==> config.mk <==
export PLATFORM = sky130hd
export DESIGN_NAME = one_wire_bus_master
export DESIGN_NICKNAME = d
export VERILOG_FILES = /design/src/hw/rtl/owbm_pkg.sv /design/src/hw/rtl/one_wire_bus_master.sv
export SDC_FILE = /design/constraint.sdc
export NUM_CORES = 1
export LEC_CHECK = 0
export BUFFER_PORTS_ARGS = -buffer_cell sky130_fd_sc_hd__buf_2
export CAP_MARGIN = 20
export CORE_ASPECT_RATIO = 0.8
export CORE_UTILIZATION = 26
export CTS_CLUSTER_SIZE = 10
export DETAILED_ROUTE_END_ITERATION = 12
export GPL_TIMING_DRIVEN = 0
export HOLD_SLACK_MARGIN = 0.08
export MAX_ROUTING_LAYER = met4
export PLACE_DENSITY = 0.49
export SLEW_MARGIN = 20
export SYNTH_ARGS = -nofsm -noshare
export SYNTH_HDL_FRONTEND = slang
export SYNTH_SLANG_ARGS = --single-unit
export TNS_END_PERCENT = 1
==> constraint.sdc <==
create_clock -name clk_i -period 7.4 [get_ports clk_i]
set_input_delay 0.74 -clock clk_i [delete_from_list [all_inputs] [get_ports clk_i]]
set_output_delay 0.74 -clock clk_i [all_outputs]
set_load 0.005 [all_outputs]
==> src/hw/rtl/owbm_pkg.sv <==
// ----------------------------------------------------------------------------
// 1-Wire bus master package
// Shared types, register indexes, reset values and fixed timing limits of the
// tick-driven 1-Wire bus master.
// ----------------------------------------------------------------------------
`default_nettype none

package owbm_pkg;

  // Widths fixed by the beat formats and the register file.
  localparam int unsigned CfgW         = 10;
  localparam int unsigned CfgIdxW      = 3;
  localparam int unsigned NumCfg       = 8;
  localparam int unsigned ByteW        = 8;
  localparam int unsigned BitCntW      = 4;
  localparam int unsigned InDataW      = 16;
  localparam int unsigned OutDataW     = 16;

  // Default tick timer width.
  localparam int unsigned TimerBitsDef = 10;

  // Wait limits in ticks for the line to come back high.
  localparam int unsigned WaitBeforeReset = 250;
  localparam int unsigned WaitAfterReset  = 410;
  localparam int unsigned WaitBeforeSlot  = 10;

  // Slots in one byte.
  localparam logic [BitCntW-1:0] BitsPerByte = BitCntW'(8);

  // Commands carried in the input beat.
  typedef enum logic [1:0] {
    OpTick  = 2'd0,
    OpReset = 2'd1,
    OpWrite = 2'd2,
    OpRead  = 2'd3
  } opcode_e;

  // Configuration register indexes.
  typedef enum logic [CfgIdxW-1:0] {
    CfgResetLow     = 3'd0,
    CfgPresenceSmp  = 3'd1,
    CfgWriteOneLow  = 3'd2,
    CfgWriteZeroLow = 3'd3,
    CfgWriteSlot    = 3'd4,
    CfgReadLow      = 3'd5,
    CfgReadSmpDelay = 3'd6,
    CfgReadTail     = 3'd7
  } cfg_idx_e;

  // Reset values of the configuration registers, by index.
  typedef logic [CfgW-1:0] cfg_word_t;
  localparam cfg_word_t CfgResetVal [NumCfg] = '{
    cfg_word_t'(480), cfg_word_t'(70), cfg_word_t'(10), cfg_word_t'(65),
    cfg_word_t'(65),  cfg_word_t'(2),  cfg_word_t'(11), cfg_word_t'(48)
  };

  // Bus sequencer phases.
  typedef enum logic [3:0] {
    PhIdle      = 4'd0,
    PhWaitPre   = 4'd1,
    PhGuardPre  = 4'd2,
    PhRstLow    = 4'd3,
    PhRstRel    = 4'd4,
    PhWaitPost  = 4'd5,
    PhGuardPost = 4'd6,
    PhWaitSlot  = 4'd7,
    PhGuardSlot = 4'd8,
    PhWrLow     = 4'd9,
    PhWrHigh    = 4'd10,
    PhWrRecov   = 4'd11,
    PhRdLow     = 4'd12,
    PhRdDelay   = 4'd13,
    PhRdTail    = 4'd14
  } phase_e;

  // Result beat fields.
  typedef struct packed {
    logic             status;
    logic             presence;
    logic [ByteW-1:0] read_data;
    logic             done_res;
    logic             busy_res;
    logic             drive_low;
  } result_t;

endpackage

`default_nettype wire

==> src/hw/rtl/one_wire_bus_master.sv <==
// ----------------------------------------------------------------------------
// 1-Wire bus master
// Tick-driven 1-Wire master: one input beat per bus tick, one result beat out
// per tick with the line drive and the command status.
// ----------------------------------------------------------------------------
//
//   Channel   Direction  Beat contents (lowest bit first)
//   s_axis    in         opcode[1:0], write_byte[9:2], line_level[10]
//   m_axis    out        drive_low[0], busy_res[1], done_res[2],
//                        read_data[10:3], presence[11], status[12]
//   cfg       in         write enable, register index, 10-bit data
//
// The sequencer state and the output stage are updated in the cycle the
// input beat is accepted, so one beat per cycle is sustained while the skid
// register is empty. A two-entry output stage (result register plus skid
// register) keeps s_axis_tready registered; it drops only when both entries
// are full. Reset clears the sequencer to idle and loads the default timings.
`default_nettype none

module one_wire_bus_master
  import owbm_pkg::*;
#(
  parameter int unsigned TIMER_BITS = TimerBitsDef
) (
  input  wire logic                clk_i,
  input  wire logic                rst_ni,

  input  wire logic                s_axis_tvalid,
  output      logic                s_axis_tready,
  // opcode[1:0], write_byte[9:2], line_level[10], zero fill above
  input  wire logic [InDataW-1:0]  s_axis_tdata,

  output      logic                m_axis_tvalid,
  input  wire logic                m_axis_tready,
  // drive_low[0], busy_res[1], done_res[2], read_data[10:3], presence[11],
  // status[12], zero fill above
  output      logic [OutDataW-1:0] m_axis_tdata,

  input  wire logic                cfg_we_i,
  input  wire logic [CfgIdxW-1:0]  cfg_addr_i,
  input  wire logic [CfgW-1:0]     cfg_wdata_i
);

  // Compare width covers both the timer and the register values plus a carry.
  localparam int unsigned CmpW = ((TIMER_BITS > CfgW) ? TIMER_BITS : CfgW) + 1;
  localparam logic [CmpW-1:0] TimerMax = CmpW'((64'd1 << TIMER_BITS) - 64'd1);

  // Saturate a register value to what the timer can count.
  function automatic logic [CmpW-1:0] sat_f(input logic [CfgW-1:0] t);
    logic [CmpW-1:0] v;
    v = CmpW'(t);
    return (v > TimerMax) ? TimerMax : v;
  endfunction

  // A timed phase lasts at least one tick.
  function automatic logic [CmpW-1:0] eff_f(input logic [CmpW-1:0] t);
    return (t == '0) ? CmpW'(1) : t;
  endfunction

  // Input beat fields.
  opcode_e          opcode;
  logic [ByteW-1:0] write_byte;
  logic             line_level;

  assign opcode     = opcode_e'(s_axis_tdata[1:0]);
  assign write_byte = s_axis_tdata[9:2];
  assign line_level = s_axis_tdata[10];

  // Configuration registers.
  logic [CfgW-1:0] cfg_q [NumCfg];

  always_ff @(posedge clk_i or negedge rst_ni) begin
    if (!rst_ni) begin
      for (int i = 0; i < NumCfg; i++) begin
        cfg_q[i] <= CfgResetVal[i];
      end
    end else if (cfg_we_i) begin
      cfg_q[cfg_addr_i] <= cfg_wdata_i;
    end
  end

  // Sequencer state.
  phase_e                phase_q, phase_d;
  opcode_e               kind_q, kind_d;
  logic [TIMER_BITS-1:0] timer_q, timer_d;
  logic [ByteW-1:0]      shift_q, shift_d;
  logic [BitCntW-1:0]    bits_q, bits_d;
  logic                  pres_q, pres_d;
  logic                  stat_q, stat_d;
  logic [ByteW-1:0]      hold_q, hold_d;
  logic                  done_d;

  // Timing values for the current phase.
  logic [CmpW-1:0]    wlow_eff, wslot_sat, whigh, limit, timer_inc;
  logic               limit_hit;
  logic [BitCntW-1:0] bits_nx;

  logic in_beat;
  assign in_beat = s_axis_tvalid && s_axis_tready;

  assign wlow_eff  = eff_f(sat_f(shift_q[0] ? cfg_q[CfgWriteOneLow] : cfg_q[CfgWriteZeroLow]));
  assign wslot_sat = sat_f(cfg_q[CfgWriteSlot]);
  assign whigh     = (wslot_sat > wlow_eff) ? (wslot_sat - wlow_eff) : '0;
  assign timer_inc = CmpW'(timer_q) + CmpW'(1);
  assign bits_nx   = bits_q + BitCntW'(1);

  // Duration or wait limit of the current phase, one shared comparator.
  always_comb begin
    case (phase_q)
      PhWaitPre:  limit = CmpW'(WaitBeforeReset);
      PhWaitPost: limit = CmpW'(WaitAfterReset);
      PhWaitSlot: limit = CmpW'(WaitBeforeSlot);
      PhRstLow:   limit = eff_f(sat_f(cfg_q[CfgResetLow]));
      PhRstRel:   limit = eff_f(sat_f(cfg_q[CfgPresenceSmp]));
      PhWrLow:    limit = wlow_eff;
      PhWrHigh:   limit = eff_f(whigh);
      PhRdLow:    limit = eff_f(sat_f(cfg_q[CfgReadLow]));
      PhRdDelay:  limit = eff_f(sat_f(cfg_q[CfgReadSmpDelay]));
      PhRdTail:   limit = eff_f(sat_f(cfg_q[CfgReadTail]));
      default:    limit = CmpW'(1);
    endcase
  end

  assign limit_hit = (timer_inc >= limit);

  // Next-state logic of the sequencer for one tick.
  always_comb begin
    phase_d = phase_q;
    kind_d  = kind_q;
    timer_d = timer_q;
    shift_d = shift_q;
    bits_d  = bits_q;
    pres_d  = pres_q;
    stat_d  = stat_q;
    hold_d  = hold_q;
    done_d  = 1'b0;

    case (phase_q)
      PhIdle: begin
        if (opcode != OpTick) begin
          kind_d  = opcode;
          stat_d  = 1'b0;
          bits_d  = '0;
          timer_d = '0;
          shift_d = (opcode == OpWrite) ? write_byte : '0;
          if (opcode == OpReset) begin
            pres_d  = 1'b0;
            phase_d = PhWaitPre;
          end else begin
            phase_d = PhWaitSlot;
          end
        end
      end
      PhWaitPre, PhWaitPost, PhWaitSlot: begin
        if (line_level) begin
          timer_d = '0;
          case (phase_q)
            PhWaitPre:  phase_d = PhGuardPre;
            PhWaitPost: phase_d = PhGuardPost;
            default:    phase_d = PhGuardSlot;
          endcase
        end else if (limit_hit) begin
          // Line stuck low: end the command with a timeout.
          stat_d  = 1'b1;
          if (kind_q == OpReset) begin
            pres_d = 1'b0;
          end
          phase_d = PhIdle;
          timer_d = '0;
          done_d  = 1'b1;
        end else begin
          timer_d = timer_inc[TIMER_BITS-1:0];
        end
      end
      PhGuardPre: begin
        phase_d = PhRstLow;
        timer_d = '0;
      end
      PhGuardPost: begin
        phase_d = PhIdle;
        timer_d = '0;
        done_d  = 1'b1;
      end
      PhGuardSlot: begin
        phase_d = (kind_q == OpWrite) ? PhWrLow : PhRdLow;
        timer_d = '0;
      end
      PhRstLow, PhRstRel, PhWrLow, PhWrHigh, PhRdLow, PhRdDelay, PhRdTail: begin
        if (!limit_hit) begin
          timer_d = timer_inc[TIMER_BITS-1:0];
        end else begin
          timer_d = '0;
          case (phase_q)
            PhRstLow: phase_d = PhRstRel;
            PhRstRel: begin
              pres_d  = ~line_level;
              phase_d = PhWaitPost;
            end
            PhWrLow:  phase_d = (whigh != '0) ? PhWrHigh : PhWrRecov;
            PhWrHigh: phase_d = PhWrRecov;
            PhRdLow:  phase_d = PhRdDelay;
            default: begin
              // Sample the read bit at the end of the delay, then end the slot
              // here or after the tail.
              if (phase_q == PhRdDelay) begin
                shift_d = {line_level, shift_q[ByteW-1:1]};
              end
              if (phase_q == PhRdDelay && sat_f(cfg_q[CfgReadTail]) != '0) begin
                phase_d = PhRdTail;
              end else begin
                bits_d = bits_nx;
                if (bits_nx >= BitsPerByte) begin
                  if (kind_q == OpRead) begin
                    hold_d = shift_d;
                  end
                  phase_d = PhIdle;
                  done_d  = 1'b1;
                end else begin
                  phase_d = PhWaitSlot;
                end
              end
            end
          endcase
        end
      end
      PhWrRecov: begin
        // Recovery tick of a write slot: shift out the sent bit.
        shift_d = {1'b0, shift_q[ByteW-1:1]};
        bits_d  = bits_nx;
        timer_d = '0;
        if (bits_nx >= BitsPerByte) begin
          phase_d = PhIdle;
          done_d  = 1'b1;
        end else begin
          phase_d = PhWaitSlot;
        end
      end
      default: begin
        phase_d = PhIdle;
        timer_d = '0;
      end
    endcase
  end

  // Result fields for this tick.
  result_t res;

  always_comb begin
    res.drive_low = phase_q inside {PhRstLow, PhWrLow, PhRdLow};
    res.busy_res  = (phase_d != PhIdle);
    res.done_res  = done_d;
    res.read_data = hold_d;
    res.presence  = pres_d;
    res.status    = stat_d;
  end

  // Sequencer registers advance on each accepted beat.
  always_ff @(posedge clk_i or negedge rst_ni) begin
    if (!rst_ni) begin
      phase_q <= PhIdle;
      kind_q  <= OpTick;
      timer_q <= '0;
      shift_q <= '0;
      bits_q  <= '0;
      pres_q  <= 1'b0;
      stat_q  <= 1'b0;
      hold_q  <= '0;
    end else if (in_beat) begin
      phase_q <= phase_d;
      kind_q  <= kind_d;
      timer_q <= timer_d;
      shift_q <= shift_d;
      bits_q  <= bits_d;
      pres_q  <= pres_d;
      stat_q  <= stat_d;
      hold_q  <= hold_d;
    end
  end

  // Output stage: result register with a skid register behind it.
  result_t out_q, skid_q;
  logic    out_valid_q, skid_valid_q;
  logic    out_pop;

  assign out_pop       = out_valid_q && m_axis_tready;
  assign s_axis_tready = !skid_valid_q;

  always_ff @(posedge clk_i or negedge rst_ni) begin
    if (!rst_ni) begin
      out_valid_q  <= 1'b0;
      skid_valid_q <= 1'b0;
    end else if (skid_valid_q) begin
      if (out_pop) begin
        skid_valid_q <= 1'b0;
      end
    end else if (in_beat) begin
      if (out_valid_q && !out_pop) begin
        skid_valid_q <= 1'b1;
      end else begin
        out_valid_q <= 1'b1;
      end
    end else if (out_pop) begin
      out_valid_q <= 1'b0;
    end
  end

  always_ff @(posedge clk_i) begin
    if (skid_valid_q) begin
      if (out_pop) begin
        out_q <= skid_q;
      end
    end else if (in_beat) begin
      if (out_valid_q && !out_pop) begin
        skid_q <= res;
      end else begin
        out_q <= res;
      end
    end
  end

  assign m_axis_tvalid = out_valid_q;
  assign m_axis_tdata  = OutDataW'(out_q);

endmodule

`default_nettype wire

Word level (Yosys, flattened, before mapping)
Index checks and enable logic that the tools add are counted.
{ "word_totals": {"ff_bits": 146, "input_bits": 34, "out_inout_bits": 18} }
{ "op_classes": {"muxes": 76, "n_addsub": 3, "order_cmp": 5, "eq_ne": 26, "n_bitwise": 3, "reduce_logical": 33} }
{ "ops": {"columns": ["cell", "count"], "rows": [
  ["2-to-1 mux 10 bit", 11],
  ["one-hot mux 11 bit (10 select lines)", 1],
  ["2-to-1 mux 8 bit", 11],
  ["bitwise mux 80 bit", 1],
  ["logical NOT 10 bit", 6],
  ["2-to-1 mux 13 bit", 4],
  ["2-to-1 mux 4 bit", 9],
  ["demux 10 bit (select 3 bit)", 1],
  ["one-hot mux 10 bit (3 select lines)", 1],
  ["equality test 4 bit, second input constant", 7],
  ["2-to-1 mux 1 bit", 24],
  ["one-hot mux 4 bit (6 select lines)", 1],
  ["one-hot mux 8 bit (3 select lines)", 1],
  ["2-to-1 mux 11 bit", 2],
  ["one-hot mux 4 bit (5 select lines)", 1],
  ["equality test 4 x 3 -> 1 bit, second input constant", 4],
  ["!= test 2 bit, second input constant", 6],
  ["one-hot mux 4 bit (3 select lines)", 1],
  ["AND reduction 3 bit", 4],
  ["adder 10 x 1 -> 11 bit, second input constant", 1],
  ["greater-or-equal comparator 11 bit", 1],
  ["logical NOT 11 bit", 1],
  ["nonzero test 11 bit", 1],
  ["subtractor 10 x 10 -> 11 bit", 1],
  ["29 further kinds", 45]
]} }

Logic depth before layout (Yosys ltp)
{ "logic_depth": {"word_depth": 16, "ltp_mapped": 25} }

Worst setup path before layout
Ideal clock, no wire load.
{ "synth_path": {"path_kind": "flip-flop to flip-flop", "from": "reg shift_q[0]", "to": "reg out_q, in the netlist m_axis_tdata[1], data pin", "required_ps": 7113, "stages_incl_launch_ff": 25, "slack_ps": 1605, "arrival_ps": 5508, "setup_ps": 287, "cell_sequence": "dfrtp_1 -> buf_1 -> mux2i_1 -> nand4_1 -> o31ai_1 -> ha_1 -> inv_1 -> fa_1 -> a21o_1 -> a21oi_2 -> xnor2_1 -> or4b_1 -> or4_1 -> o41ai_2 -> o211ai_1 -> nand2_1 -> ha_1 -> nor2b_1 -> o21ai_0 -> a211oi_1 -> nor2_1 -> clkbuf_1 -> a211o_1 -> a41oi_1 -> a41oi_1"} }
{ "synth_between": {"elab_chain_len": 16} }
{ "synth_rtl": {"columns": ["element", "line", "source"], "rows": [
  ["start: declaration", "one_wire_bus_master.sv:86", "logic [ByteW-1:0] shift_q, shift_d;"],
  ["start signal: assignment", "one_wire_bus_master.sv:272", "shift_q <= shift_d;"],
  ["2-to-1 mux 10 bit (*)", "one_wire_bus_master.sv:101", "assign wlow_eff = eff_f(sat_f(shift_q[0] ? cfg_q[CfgWriteOneLow] : cfg_q[CfgWriteZeroLow]));"],
  ["logical NOT 10 bit", "one_wire_bus_master.sv:57", "return (t == '0) ? CmpW'(1) : t;"],
  ["2-to-1 mux 10 bit (*)", "one_wire_bus_master.sv:57", null],
  ["subtractor 10 x 10 -> 11 bit / > comparator 10 bit (equally long branches)", "one_wire_bus_master.sv:103", "assign whigh = (wslot_sat > wlow_eff) ? (wslot_sat - wlow_eff) : '0;"],
  ["2-to-1 mux 11 bit", "one_wire_bus_master.sv:103", null],
  ["logical NOT 11 bit", "one_wire_bus_master.sv:57", null],
  ["2-to-1 mux 11 bit", "one_wire_bus_master.sv:57", null],
  ["one-hot mux 11 bit (10 select lines)", "one_wire_bus_master.sv:109", "case (phase_q)"],
  ["greater-or-equal comparator 11 bit", "one_wire_bus_master.sv:124", "assign limit_hit = (timer_inc >= limit);"],
  ["2-to-1 mux 4 bit", "one_wire_bus_master.sv:162", "end else if (limit_hit) begin"],
  ["2-to-1 mux 4 bit", "one_wire_bus_master.sv:155", "if (line_level) begin"],
  ["one-hot mux 4 bit (6 select lines) (*)", "one_wire_bus_master.sv:138", "case (phase_q)"],
  ["nonzero test 4 bit (*)", "one_wire_bus_master.sv:250", "res.busy_res = (phase_d != PhIdle);"],
  ["2-to-1 mux 13 bit (*)", "one_wire_bus_master.sv:313", "if (out_valid_q && !out_pop) begin"],
  ["2-to-1 mux 13 bit (*)", "one_wire_bus_master.sv:312", "end else if (in_beat) begin"],
  ["2-to-1 mux 13 bit (*)", "one_wire_bus_master.sv:308", "if (skid_valid_q) begin"],
  ["end signal: assignment", "one_wire_bus_master.sv:310", "out_q <= skid_q;"],
  ["end signal: assignment", "one_wire_bus_master.sv:316", "out_q <= res;"],
  ["end: declaration", "one_wire_bus_master.sv:281", "result_t out_q, skid_q;"]
]} }
Every way passes the cells marked *; elsewhere a longest branch is shown, timed or not. The select of a mux whose other input is x is not followed.
A chain may end at the register's enable or synchronous reset.

Worst setup path in the final report
Ends and elaborated chain as after synthesis.

==> flow_metrics.env <==
export IMPL_power_leakage_uw=0.003859
export IMPL_synth_distinct_cells=72
export IMPL_slew_headroom_pct=26.14
export IMPL_core_area_um2=30450
export IMPL_cts_sinks=146
export IMPL_placed_area_um2=8889
export IMPL_start_util_pct=26.55
export IMPL_postRouteAntennaNets=0
export IMPL_placedCellCount=1227
export IMPL_grt_pass1_wl_um=36810
export IMPL_fin_crit_ns=7.026
export IMPL_ys_async_sr_fraction_pct=82.19
export IMPL_cp_arrival_ns=7.17
export IMPL_required_ns=7.54
export IMPL_synth_edf_count=26
export IMPL_rrSetupSlack_ns=0.37
export IMPL_diodes=0
export IMPL_num_rows=57
export IMPL_synth_ff_type="dfrtp_1"
export IMPL_post_route_cells_drive_above_1_share_pct=26.00
export IMPL_cp_max_fo=10
export IMPL_htree_levels=4
export IMPL_chipWidth_um=199.1
export IMPL_io_pin_count=52
export IMPL_postCtsHoldBufs=0
export IMPL_gr_total_overflow=0
export IMPL_netlist_area_um2=8084
export IMPL_finalCritPeriodShare_pct=94.95
export IMPL_io_buffers=41
export IMPL_grt_use_total_pct=15.65
export IMPL_synthCells=768
export IMPL_grt_pass1_vias=6097
export IMPL_synth_avg_cell_area_um2=10.53
export IMPL_crit_path_end="m_axis_tdata[1]$_DFFE_PP_"
export IMPL_wl_per_cell_um=18.48
export IMPL_crit_path_start="shift_q[0]$_DFFE_PN0P_"
export IMPL_antenna_found_initial=0
export IMPL_power_density_nw_per_um2=350.0
export IMPL_path_delay_family="compound AO/OA/AOI/OAI gates"
export IMPL_drc=0
export IMPL_critPathSlowestCell="or4b_1"
export IMPL_clock_latency_ns=0.44
export IMPL_critPathBufInv=3
export IMPL_cts_setup_buffers=0
export IMPL_root_buffer="clkbuf_16"
export IMPL_ir_drop_mv=0.2147
export IMPL_grt_max_degree=95
export IMPL_cts_buffer_depth=2
export IMPL_final_area_um2=9493
export IMPL_cts_buffers=17
export IMPL_synthToLayoutAreaGrowth_pct=17.43
export IMPL_drv_cap=0
export IMPL_setup_viol=0
export IMPL_holdWs_ns=0.1587
export IMPL_reg2reg_from="shift_q[0]$_DFFE_PN0P_"
export IMPL_final_common_cell="dfrtp_1"
export IMPL_finalNetCount=891
export IMPL_endpoint_kind="flip-flop"
export IMPL_finalWirelength_um=23270
export IMPL_synth_seq_area_share_pct=47.10
export IMPL_die_y_um=159.7
export IMPL_first_iter_violations=506
export IMPL_clk_pin_slew_ns=0.07
export IMPL_outcome="finished, final reports clean"
export IMPL_final_cells=1259
export IMPL_nFillCells=3184
export IMPL_vias=6281
export IMPL_cpPeakStageDelay_ns=0.49
export IMPL_final_cell_mix="101 x dfrtp_1, 94 x mux2_2, 85 x nand2_1, 45 x a21oi_1, 44 x nor2_1"
export IMPL_synth_seq_cells=146
export IMPL_total_power_uw=3322
export IMPL_startpoint_type="flip-flop"
export IMPL_tightest_slew_ns=1.099
export IMPL_setup_tns_ns=0
export IMPL_r2r_end="m_axis_tdata[1]$_DFFE_PP_"
export IMPL_ys_warn_count=0
export IMPL_holdCritPathClass="in -> async"
export IMPL_finClkSkew_ns=0.02191
export IMPL_dieArea_um2=31810
export IMPL_drt_pass1_iter_count=5
export IMPL_path_depth=25
export IMPL_hpwl_um=17160
export IMPL_maxSlewViolCount=0
export IMPL_r2r_cells=25
export IMPL_cts_tree="built"
export IMPL_via_per_inst=4.989
export IMPL_crit_type="reg -> reg"
export IMPL_gp_congestion=0.9060
export IMPL_clock_fmax_mhz=142.3
export IMPL_hold_viol_final=0
==> area by class of cell <==
cell class | instances | area (um^2) | area share [%]
Clock buffer | 20 | 457.9 | 4.824
Timing Repair Buffer | 44 | 261.5 | 2.755
Inverter | 14 | 52.55 | 0.5536
Multi-Input combinational cell | 575 | 4134 | 43.55
Clock inverter | 12 | 107.6 | 1.134
Tap cell | 413 | 516.7 | 5.444
Buffer | 35 | 155.1 | 1.634
Sequential cell | 146 | 3807 | 40.11
==> cells in the mapped netlist (all sizes together), types with 9 or more instances <==
| master | n | area, um^2 |
|---|---|---|
| a21oi | 47 | 239.0 |
| a22o | 20 | 175.2 |
| a31oi | 12 | 75.07 |
| buf | 11 | 63.81 |
| clkbuf | 24 | 90.09 |
| dfrtp | 101 | 2527 |
| dfstp | 19 | 499.2 |
| edfxtp | 26 | 780.8 |
| ha | 23 | 287.8 |
| inv | 12 | 45.04 |
| mux2 | 94 | 1059 |
| mux2i | 17 | 170.2 |
| nand2 | 85 | 319.1 |
| nand2b | 12 | 75.07 |
| nand3 | 23 | 115.1 |
| nor2 | 46 | 182.7 |
| nor2b | 14 | 87.58 |
| nor3 | 11 | 60.06 |
| nor4 | 10 | 77.57 |
| o21ai | 49 | 245.2 |
| xnor2 | 9 | 78.83 |
==> stage by stage <==
step	util (%)	setup WS [ns]
after floorplan	-	1.605
after global placement	28.94	-0.2079
after detailed placement	29.19	-0.1655
after CTS	31.08	0.05974
after global routing	31.17	-0.004016
final	31.17	0.3738
==> kinds of logic after synthesis <==
kind of cell | after synthesis | synth area share [%]
DFF | 146 | 47.10
xor gates and xnor gates | 16 | 1.734
and+or+nand+nor | 235 | 14.50
other | 1 | 0.04639
AOI/OAI and AO/OA | 186 | 15.06
buffers and inverters | 49 | 2.554
muxes | 111 | 15.20
adders and majority gates | 24 | 3.808
==> metal layers <==
layer | global-route usage, % | part of all wire [%] | vias to the layer above
met5 | - | 0 | -
li1 | - | - | 2966
met1 | 24.50 | 53 | 3138
met4 | 3.811 | 1.3 | 0
met2 | 20.35 | 40 | 154
met3 | 2.534 | 4.8 | 23
==> power by group <==
group          total, uW  switching, uW  internal (uW)
clock network        851            388            463
registers           1180            144           1030
logic               1290            787            508
==> worst reg2reg max path: cells and delay by family, from the launching register on <==
family | cells | cell delay (ns)
XOR/XNOR | 1 | 0.11
flip-flops | 1 | 0.44
buffers and inverters | 3 | 0.77
AND/OR/NAND/NOR | 6 | 1.53
AO/OA/AOI/OAI | 11 | 2.55
multiplexers | 1 | 0.47
adder cells (fa/ha/maj) | 3 | 0.88
==> sequential cells by signal, summed over array words and instances, names as in the netlist <==
signal	flops
phase_q	4
m_axis_tdata	13
cfg_q	80
m_axis_tvalid	1
hold_q	8
shift_q	8
timer_q	10
skid_q	13
bits_q	4
kind_q	2
skid_valid_q	1
pres_q	1
stat_q	1
==> worst min path at each step <==
| stage | cells after the start | from | end | slack, ns |
|---|---|---|---|---|
| floorplan | 0 | rst_ni | bits_q[0]$_DFFE_PN0P_ | 0.44 |
| global placement | 1 | cfg_q[58]$_DFFE_PN0P_ | cfg_q[58]$_DFFE_PN0P_ | 0.49 |
| detailed placement | 1 | cfg_q[47]$_DFFE_PN0P_ | cfg_q[47]$_DFFE_PN0P_ | 0.50 |
| CTS | 1 | rst_ni | timer_q[8]$_DFFE_PN0P_ | 0.16 |
| global route | 1 | rst_ni | timer_q[9]$_DFFE_PN0P_ | 0.16 |
| finish | 1 | rst_ni | timer_q[9]$_DFFE_PN0P_ | 0.16 |
==> timing repair <==
item | 4_1_cts | 5_1_grt
hold endpoints to repair | 0 | 0
gates resized for setup | 3 | 8
setup endpoints to repair | 4 | 4
Note: power is estimated with default switching activity, not from simulation.
